`config.mk`:
```
export PLATFORM = sky130hd
export DESIGN_NAME = motor_device_table_tracker
export DESIGN_NICKNAME = d
export VERILOG_FILES = /design/src/rtl/mdtt_pkg.sv /design/src/rtl/motor_device_table_tracker.sv
export SDC_FILE = /design/constraint.sdc
export NUM_CORES = 2
export LEC_CHECK = 0
export BUFFER_PORTS_ARGS = -buffer_cell sky130_fd_sc_hd__buf_2
export CAP_MARGIN = 0
export CORE_MARGIN = 2
export CORE_UTILIZATION = 40
export DETAILED_ROUTE_END_ITERATION = 8
export GPL_TIMING_DRIVEN = 0
export SETUP_SLACK_MARGIN = 0.3
export SLEW_MARGIN = 20
export SYNTH_ARGS = -nofsm -noshare
export SYNTH_HDL_FRONTEND = slang
export SYNTH_SLANG_ARGS = --single-unit
```
`constraint.sdc`:
```
create_clock -name i_clk -period 12.9 [get_ports i_clk]
set_clock_uncertainty 0.15 [all_clocks]
set_input_delay 3.87 -clock i_clk [delete_from_list [all_inputs] [get_ports i_clk]]
set_output_delay 3.87 -clock i_clk [all_outputs]
set_load 0.02 [all_outputs]
```
`src/rtl/mdtt_pkg.sv`:
```
`default_nettype none
package mdtt_pkg;

    localparam int unsigned TableDepthDef = 16;
    localparam int unsigned MaxResults    = 16;

    // operation codes
    localparam logic [2:0] ModeSeen   = 3'd0;
    localparam logic [2:0] ModePos    = 3'd1;
    localparam logic [2:0] ModeLimits = 3'd2;
    localparam logic [2:0] ModeMove   = 3'd3;
    localparam logic [2:0] ModeSweep  = 3'd4;
    localparam logic [2:0] ModeRemove = 3'd5;

    // register indexes
    localparam logic RegTimeout = 1'b0;
    localparam logic RegStall   = 1'b1;

    localparam logic [15:0] LimitUnset = 16'hFFFF;

    typedef struct packed {
        logic [2:0]  mode;
        logic [23:0] addr;
        logic [1:0]  source;
        logic [31:0] time_ms;
        logic        report_fault;
        logic        report_valid;
        logic [15:0] pulses;
        logic [7:0]  percent;
        logic [15:0] up_limit;
        logic [15:0] down_limit;
        logic [1:0]  move_dir;
        logic [7:0]  goal_pct;
    } t_in;

    typedef struct packed {
        logic        found;
        logic [3:0]  slot;
        logic        table_full;
        logic        now_online;
        logic        changed;
        logic        fault_set;
        logic        fault_clr;
        logic        move_done;
        logic        stalled;
        logic [7:0]  cur_pct;
        logic [23:0] offline_addr;
        logic        last;
    } t_out;

    // one table entry as stored in memory (valid bit kept separately)
    typedef struct packed {
        logic [23:0] addr;
        logic [1:0]  source;
        logic [31:0] last_seen;
        logic        online;
        logic        pos_known;
        logic [7:0]  pct;
        logic [15:0] pulses;
        logic [1:0]  motion;
        logic [7:0]  target;
        logic [7:0]  stalls;
        logic        fault;
        logic [15:0] up_limit;
        logic [15:0] down_limit;
        logic        lim_known;
    } t_entry;

endpackage
`default_nettype wire

```
`src/rtl/motor_device_table_tracker.sv`:
```
// Motor table of TABLE_DEPTH entries held in one synchronous memory with
// per-entry valid flip-flops (an invalid entry reads as all zero). Each
// lookup or sweep item scans the table one entry per cycle through the
// memory read port; a sweep pauses its scan while a held result is sent.
// A lookup item passes from the accept through the search, a read, a
// modify step and a state that holds the result until it is taken; for
// an unknown address or a full table the result is loaded at the read
// and the modify step is skipped. A sweep sends each reported entry
// through an output step that waits on any output stall. An unused mode
// loads its result at the accept, with no scan. Input stall is high
// whenever an item is in progress. Configure only while idle.
`default_nettype none
module motor_device_table_tracker #(
    parameter int unsigned TABLE_DEPTH = mdtt_pkg::TableDepthDef
) (
    input  wire                 i_clk,
    input  wire                 i_rst_n,
    input  wire                 i_valid,
    output logic                o_stall,
    input  mdtt_pkg::t_in       i_data,
    output logic                o_valid,
    input  wire                 i_stall,
    output mdtt_pkg::t_out      o_data,
    input  wire                 i_cfg_we,
    input  wire                 i_cfg_index,
    input  wire [31:0]          i_cfg_data
);
    import mdtt_pkg::*;

    localparam int unsigned AW = (TABLE_DEPTH > 1) ? $clog2(TABLE_DEPTH) : 1;
    localparam int unsigned CW = $clog2(TABLE_DEPTH + 1);
    localparam int unsigned NW = $clog2(MaxResults + 1);

    localparam logic [2:0] S_IDLE  = 3'd0;
    localparam logic [2:0] S_SCAN  = 3'd1;
    localparam logic [2:0] S_RD    = 3'd2;
    localparam logic [2:0] S_MOD   = 3'd3;
    localparam logic [2:0] S_OUT   = 3'd4;
    localparam logic [2:0] S_SWEEP = 3'd5;
    localparam logic [2:0] S_SWOUT = 3'd6;
    localparam logic [2:0] S_DONE  = 3'd7;

    t_entry r_mem [TABLE_DEPTH];
    logic [TABLE_DEPTH-1:0] r_used;

    logic [2:0]    r_state;
    t_in           r_in;
    logic [31:0]   r_timeout;
    logic [7:0]    r_stall_lim;
    logic [CW-1:0] r_cnt;     // address issued to memory
    logic          r_rv;      // read data valid for r_ridx
    logic [AW-1:0] r_ridx;
    t_entry        r_rd;
    logic          r_hit, r_free_ok;
    logic [AW-1:0] r_hit_idx, r_free_idx;
    logic [NW-1:0] r_nres;
    logic          r_pend;    // sweep result waiting in r_swres
    t_out          r_swres;
    logic          r_sw_any;

    logic          mem_we;
    logic [AW-1:0] mem_wa;
    t_entry        mem_wd;
    logic [AW-1:0] rd_addr;
    t_entry        ent;
    logic          ent_used;

    // memory: registered read, one write port
    always_ff @(posedge i_clk) begin
        if (mem_we) begin
            r_mem[mem_wa] <= mem_wd;
        end
        r_rd <= r_mem[rd_addr];
    end

    assign ent_used = r_used[r_ridx];
    always_comb begin
        ent = ent_used ? r_rd : '0;
    end

    assign o_stall = (r_state != S_IDLE);

    // sweep timeout test on the entry just read
    logic        sw_out;
    logic        sw_cap;    // timed-out entry that still gets a result
    logic        sw_hold;   // send the held result before taking this entry
    logic [31:0] age;
    assign age     = r_in.time_ms - ent.last_seen;
    assign sw_out  = r_rv && ent_used && ent.online && (age >= r_timeout);
    assign sw_cap  = sw_out && (r_nres < NW'(MaxResults));
    assign sw_hold = r_pend && sw_cap;

    // position update
    t_entry pe;
    t_out   po;
    logic   first, spur, moving;
    always_comb begin
        pe = ent;
        po = '0;
        first = 1'b0; spur = 1'b0; moving = 1'b0;
        pe.last_seen = r_in.time_ms;
        if (r_in.report_fault || !r_in.report_valid) begin
            pe.motion = 2'd0;
            pe.stalls = 8'd0;
            if (!ent.fault) begin
                pe.fault = 1'b1;
                po.fault_set = 1'b1;
                po.changed = 1'b1;
            end
        end else begin
            if (ent.fault) begin
                pe.fault = 1'b0;
                po.fault_clr = 1'b1;
                po.changed = 1'b1;
            end
            first = !ent.pos_known;
            pe.pos_known = 1'b1;
            pe.pulses = r_in.pulses;
            spur = !first && ent.motion == 2'd0 && r_in.pulses == ent.pulses
                   && r_in.percent != ent.pct;
            if ((ent.pct != r_in.percent && !spur) || first) begin
                pe.pct = r_in.percent;
                pe.stalls = 8'd0;
                po.changed = 1'b1;
            end
            moving = (ent.motion != 2'd0);
            if (moving && r_in.percent == ent.target) begin
                pe.motion = 2'd0;
                pe.stalls = 8'd0;
                po.move_done = 1'b1;
                po.changed = 1'b1;
                moving = 1'b0;
            end
            if (moving && ent.pct == r_in.percent && !first) begin
                pe.stalls = pe.stalls + 8'd1;
                if (pe.stalls >= r_stall_lim) begin
                    pe.fault = 1'b1;
                    pe.motion = 2'd0;
                    pe.stalls = 8'd0;
                    po.stalled = 1'b1;
                    po.fault_set = 1'b1;
                    po.changed = 1'b1;
                end
            end
        end
    end

    // modify step for lookup modes
    t_entry me;
    t_out   mo;
    logic   m_we, m_set, m_clr;
    logic   any_lim;
    always_comb begin
        me = ent; mo = '0; m_we = 1'b0; m_set = 1'b0; m_clr = 1'b0;
        any_lim = (r_in.up_limit != LimitUnset) || (r_in.down_limit != LimitUnset);
        mo.last = 1'b1;
        mo.found = 1'b1;
        mo.slot = 4'(r_ridx);
        unique case (r_in.mode)
            ModeSeen: begin
                if (!r_hit) begin
                    me = '0;
                    me.addr = r_in.addr;
                    me.source = r_in.source;
                    m_set = 1'b1;
                end else if (r_in.source < ent.source) begin
                    me.source = r_in.source;
                end
                mo.now_online = !me.online;
                me.last_seen = r_in.time_ms;
                me.online = 1'b1;
                m_we = 1'b1;
            end
            ModePos: begin
                me = pe;
                mo = po;
                mo.last = 1'b1;
                mo.found = 1'b1;
                mo.slot = 4'(r_ridx);
                m_we = 1'b1;
            end
            ModeLimits: begin
                if (r_in.report_valid) begin
                    mo.changed = (ent.lim_known != any_lim) ||
                                 (ent.up_limit != r_in.up_limit) ||
                                 (ent.down_limit != r_in.down_limit);
                    me.up_limit = r_in.up_limit;
                    me.down_limit = r_in.down_limit;
                    me.lim_known = any_lim;
                    m_we = 1'b1;
                end
            end
            ModeMove: begin
                me.motion = r_in.move_dir;
                me.target = r_in.goal_pct;
                me.stalls = 8'd0;
                m_we = 1'b1;
            end
            ModeRemove: begin
                me = '0;
                m_clr = 1'b1;
            end
            default: ;
        endcase
        mo.cur_pct = me.pct;
    end

    // fixed results: unused mode, lookup miss, sweep capture and give
    logic rd_miss;
    t_out bad_res, miss_res, sw_res, sw_give;
    assign rd_miss = !r_hit && (r_in.mode != ModeSeen || !r_free_ok);
    always_comb begin
        bad_res = '0;
        bad_res.last = 1'b1;
        miss_res = bad_res;
        miss_res.table_full = (r_in.mode == ModeSeen);
        sw_res = '0;
        sw_res.found = 1'b1;
        sw_res.slot = 4'(r_ridx);
        sw_res.cur_pct = ent.pct;
        sw_res.offline_addr = ent.addr;
        sw_give = r_swres;
        sw_give.last = r_sw_any;
    end

    // load the output register
    logic out_load;
    assign out_load = ((r_state == S_IDLE) && i_valid && (i_data.mode > ModeRemove)) ||
                      ((r_state == S_RD) && rd_miss) ||
                      (r_state == S_MOD) ||
                      ((r_state == S_SWOUT) && (!o_valid || !i_stall));

    // memory address and write select
    always_comb begin
        rd_addr = AW'(r_cnt);
        mem_we = 1'b0;
        mem_wa = r_ridx;
        mem_wd = me;
        if (r_state == S_RD) begin
            rd_addr = r_hit ? r_hit_idx : r_free_idx;
        end
        // hold the read on the entry whose result waits
        if (r_state == S_SWOUT || (r_state == S_SWEEP && sw_hold)) begin
            rd_addr = r_ridx;
        end
        if (r_state == S_MOD) begin
            mem_we = m_we;
        end else if (r_state == S_SWEEP && sw_out && !sw_hold) begin
            mem_we = 1'b1;
            mem_wd = ent;
            mem_wd.online = 1'b0;
        end
    end

    // control
    always_ff @(posedge i_clk) begin
        if (!i_rst_n) begin
            r_state <= S_IDLE;
            r_used <= '0;
            r_timeout <= 32'd60000;
            r_stall_lim <= 8'd3;
            o_valid <= 1'b0;
            r_rv <= 1'b0;
            r_pend <= 1'b0;
            r_cnt <= '0;
        end else begin
            if (i_cfg_we) begin
                unique case (i_cfg_index)
                    RegTimeout: r_timeout <= i_cfg_data;
                    RegStall:   r_stall_lim <= i_cfg_data[7:0];
                    default: ;
                endcase
            end
            o_valid <= out_load || (o_valid && i_stall);
            unique case (r_state)
                S_IDLE: begin
                    if (i_valid) begin
                        r_in <= i_data;
                        r_cnt <= '0;
                        r_rv <= 1'b0;
                        r_hit <= 1'b0;
                        r_free_ok <= 1'b0;
                        r_nres <= '0;
                        r_pend <= 1'b0;
                        r_sw_any <= 1'b0;
                        if (i_data.mode == ModeSweep) begin
                            r_state <= S_SWEEP;
                        end else if (i_data.mode > ModeRemove) begin
                            o_data <= bad_res;
                            r_state <= S_DONE;
                        end else begin
                            r_state <= S_SCAN;
                        end
                    end
                end
                // search by valid bits and address compare, one slot a cycle
                S_SCAN: begin
                    if (r_cnt < CW'(TABLE_DEPTH)) begin
                        if (!r_used[AW'(r_cnt)] && !r_free_ok) begin
                            r_free_ok <= 1'b1;
                            r_free_idx <= AW'(r_cnt);
                        end
                    end
                    if (r_rv && ent_used && !r_hit && ent.addr == r_in.addr) begin
                        r_hit <= 1'b1;
                        r_hit_idx <= r_ridx;
                    end
                    r_ridx <= AW'(r_cnt);
                    r_rv <= (r_cnt < CW'(TABLE_DEPTH));
                    if (r_cnt == CW'(TABLE_DEPTH)) begin
                        r_state <= S_RD;
                    end else begin
                        r_cnt <= r_cnt + CW'(1);
                    end
                end
                S_RD: begin
                    r_ridx <= r_hit ? r_hit_idx : r_free_idx;
                    r_rv <= 1'b0;
                    if (rd_miss) begin
                        o_data <= miss_res;
                        r_state <= S_DONE;
                    end else begin
                        r_state <= S_MOD;
                    end
                end
                S_MOD: begin
                    if (m_set) r_used[r_ridx] <= 1'b1;
                    if (m_clr) r_used[r_ridx] <= 1'b0;
                    o_data <= mo;
                    r_state <= S_DONE;
                end
                // sweep: read each slot, write timed-out ones back offline, hold one result
                S_SWEEP: begin
                    if (sw_hold) begin
                        r_state <= S_SWOUT;
                    end else begin
                        if (sw_cap) begin
                            r_pend <= 1'b1;
                            r_nres <= r_nres + NW'(1);
                            r_swres <= sw_res;
                        end
                        r_ridx <= AW'(r_cnt);
                        r_rv <= (r_cnt < CW'(TABLE_DEPTH));
                        if (r_cnt == CW'(TABLE_DEPTH)) begin
                            if (r_pend || sw_cap) begin
                                r_state <= S_SWOUT;
                                r_sw_any <= 1'b1;
                            end else begin
                                r_state <= S_IDLE;
                            end
                        end else begin
                            r_cnt <= r_cnt + CW'(1);
                        end
                    end
                end
                // give held result; at scan end it is the last one
                S_SWOUT: begin
                    if (!o_valid || !i_stall) begin
                        o_data <= sw_give;
                        r_pend <= 1'b0;
                        r_state <= r_sw_any ? S_DONE : S_SWEEP;
                    end
                end
                S_DONE: begin
                    if (!o_valid || !i_stall) begin
                        r_state <= S_IDLE;
                    end
                end
                default: r_state <= S_IDLE;
            endcase
        end
    end

endmodule
`default_nettype wire
```
==> impl_results.md <==
* FFs w/ async S/R, synth at 0
* Initial antenna violation count at 26
* Most numerous cell in the Yosys netlist: edfxtp_1
* Buf+Inv Stages, Crit Path at 8
* RSZ-0062 raised after global routing: no
* Synth area leaders: edfxtp_1 (68%), nand2_1 (6.1%), mux2i_1 (4.4%)
* CTS tree: yes
* Vias per inst at around 5.7
* Antenna-violating nets left at 0
* Simple-gate share of the synthesized area at 0.110
* Drt pass-1 iters at 6
* Share of layout cells above drive strength 1 at 0.146
* Sequential element share of the synthesized area at 0.724
* Vias in the first global route at 64,601
* Yosys top cell by area: edfxtp_1
* Routed WL per cell at 28.5 um
* Synth Area in Adders at 0.00922
* Main synth FF type: edfxtp_1
* P_leak at ~43 nW
* Final WL at 333 mm
* DP HPWL at 235 mm
* Cells after DPL at 11,139
* Fin cells at around 12,000
* Setup slack, reg-to-reg at 700 ps
* Post-Syn Area per Cell at roughly 14 um^2
* Type of the worst min-delay path: register to register
* IO buf count at 210
* Num ports at 214
* Min Tclk post-route at 12,200 ps
* Critical Path Max Stage Delay at 850 ps
* Critical path's top delay family: compound AO/OA/AOI/OAI gates
* FF-to-FF Start: mem_wa[0]
* Yosys top cell area share at 0.685
* Hold_sp: r_cnt[2]
* Setup Crit Path Kind: register to register
* Final Hold Violating Endpoints at 0
* Complex-gate fraction of the synthesized area at 0.0673
* Mux cell area share after synthesis at 0.0560
* Post-synth EDFFs at 2,372
* Slew Limit Fails at 0
* Hold Path Sink: r_free_idx[2]
* Peak VDD IR at approximately 0.19 mV
* Area grow syn2layout at 17.3%
* Gr ovfl total at 0
* Synth Warn # at 0
* Inserted Clock Buffers at 295
* Fmax at 81.9 MHz
* TritonCTS Sinks at 2,573
* Latest clock arrival within the worst-skew pair at roughly 950 ps
* Nature of the critical path startpoint: register
* Worst path slowest cell: a211oi_1
* Largest family of logic cells by synthesized area: simple AND/OR/NAND/NOR gates
* H-tree Lvls at 5
* GRT Overall Usage at 0.246
* Initial DRC count at 8,770
* Worst hold stages at 0
* Routed via count at 66,931
* Clk buf depth at 4
* Die X at 514 um
* Fin Hold WS at 280 ps
* Largest net degree at the start of global routing at 43
* Clk slew on worst S/H paths at 60 ps
* Starting Density at 0.402
* Final nets at 8,284
* Critical path data required time at around 13,000 ps
* Reg2Reg Depth at 32
* Row Count at between 150 and 200
* Root Buffer: clkbuf_16
* CP endpoint kind: register
* WP data arrival at 12,770 ps
* Rel. slew slack at 0.200
* Core ar. at 259,000 um^2
* XOR/XNOR Fraction of Synth Area at 0.00952
* Post-route DRC at 0
* Outcome: finished, final reports clean
* #FFs+latches synth at 2,573
* Pre-CTS WS at -889 ps
* Most frequent cells after synthesis: edfxtp_1 (2,372), nand2_1 (1,695), mux2i_1 (458)
* Worst-margin pin slew at 1200 ps
* Period utilization at 0.946
* Unique masters post-synth at 74
* Die Y at 514 um
* CP max FO at 19
* Die area at approximately 260,000 um^2
* Post-synthesis cell area at 104,000 um^2
* Synthesized netlist cell count at 7,387
* PwrDens at 209 nW/um^2
* Routability cong. at approximately 0.91
* Final Setup Violations at 0
* Post-synthesis net count at 7,630
* First-pass GRT wire length at 467 mm
* Worst r2r dst: r_rd[28]
* Setup ws final at 697 ps
* Max-cap violation count at 0
-- metrics by stage --
stage	TNS, ps	power, W	area, um^2	util
2_1_floorplan	-202500	0.0144	104000	-
3_5_place_dp	-959990	0.0175	113000	0.435
5_1_grt	0	0.0264	122000	0.471
4_1_cts	0	0.0255	122000	0.470
6_report	0	0.0255	122000	0.471
3_3_place_gp	-	0.0174	109000	0.422
-- kinds of logic (layout without fill, tap and decap cells) --
group / Yosys count / count (layout)
adders and majority gates: 76 / 76
muxes: 560 / 560
other: 0 / 7
buffers and inverters: 520 / 1385
and+or+nand+nor: 2598 / 2598
xor gates and xnor gates: 113 / 113
DFF: 2573 / 2573
AOI/OAI and AO/OA: 947 / 947
-- worst reg2reg max path: cells and delay by family, from the launching register on --
| family | cells | cell delay, ps |
|---|---|---|
| compound gates | 12 | 4630 |
| buf+inv | 8 | 3140 |
| simple gates | 9 | 2540 |
| flops | 1 | 560 |
| mux | 1 | 530 |
| fa+ha+maj | 2 | 430 |
-- layout by cell type (no fill, tap or decap), types with 29 or more instances in the layout --
| cell | n |
|---|---|
| a211oi_1 | 36 |
| a21boi_0 | 35 |
| a21oi_1 | 135 |
| a221o_1 | 94 |
| a22o_1 | 75 |
| a31oi_1 | 205 |
| a32o_1 | 31 |
| and2_1 | 47 |
| and3_1 | 384 |
| buf_12 | 79 |
| buf_16 | 46 |
| buf_2 | 398 |
| buf_4 | 37 |
| buf_6 | 39 |
| clkbuf_1 | 248 |
| clkbuf_16 | 300 |
| clkbuf_8 | 29 |
| clkinv_2 | 34 |
| dfxtp_1 | 201 |
| edfxtp_1 | 2372 |
| ha_1 | 75 |
| inv_1 | 80 |
| mux2_2 | 93 |
| mux2i_1 | 458 |
| nand2_1 | 1693 |
| nand3_1 | 190 |
| nand4_1 | 32 |
| nor2_1 | 130 |
| o21ai_0 | 42 |
| o32ai_1 | 104 |
| xnor2_1 | 71 |
| xor2_1 | 42 |
-- metal layers --
layer  wire [um]  share of wire  track usage  vias to the layer above
met3       30600          0.092       0.0483                      648
met5          80        0.00024            0                        -
met2      154000           0.46        0.392                     3408
li1            -              -            -                    29049
met1      132000           0.40        0.325                    33816
met4       16300          0.049        0.111                       10
-- sequential cells by signal, indices dropped and copies added (netlist names), 3 cells and up, named ones only --
name,cells
r_stall_lim,8
mem_wa,4
r_in,95
r_hit_idx,4
r_free_idx,4
r_mem,2144
o_data,45
pe,32
r_rd,134
r_cnt,5
r_nres,5
r_used,15
r_state,3
r_swres,36
r_timeout,32
-- what timing repair did --
action | 4_1_cts | 5_1_grt
endpoints found under the setup margin | 3562 | 184
resized for setup | 9 | 10
setup buffers | 0 | 3
hold buffers | 0 | 0
pin swaps | 0 | 1
-- power by group --
group          total, W  internal (W)  switching [W]
Combinational   0.00746       0.00246        0.00500
Clock           0.00809       0.00481        0.00327
Sequential      0.00999       0.00951       0.000476
Total            0.0255        0.0168        0.00875
-- worst max path at each step --
stage | start | endpoint | slack [ps] | cells past startpoint
floorplan | mem_wa[0] | r_mem[3][0] | -150 | 27
global placement | mem_wa[3] | r_mem[2][73] | -12760 | 26
detailed placement | mem_wa[2] | r_mem[2][69] | -890 | 31
CTS | mem_wa[0] | r_rd[84] | 380 | 31
global route | mem_wa[0] | r_mem[6][76] | 320 | 30
finish | mem_wa[0] | r_rd[28] | 700 | 32
-- final cells by class --
class | count | area [um^2]
Inverter | 80 | 300
Tap cell | 3402 | 4260
Clock buffer | 409 | 8210
Multi-Input combinational cell | 4294 | 26600
Buffer | 439 | 2240
Sequential cell | 2573 | 75300
Antenna cell | 7 | 17.5
Fill cell | 22237 | 137000
Timing Repair Buffer | 358 | 4120
Clock inverter | 99 | 1030
No activity file was read; power rests on OpenSTA's default activity.
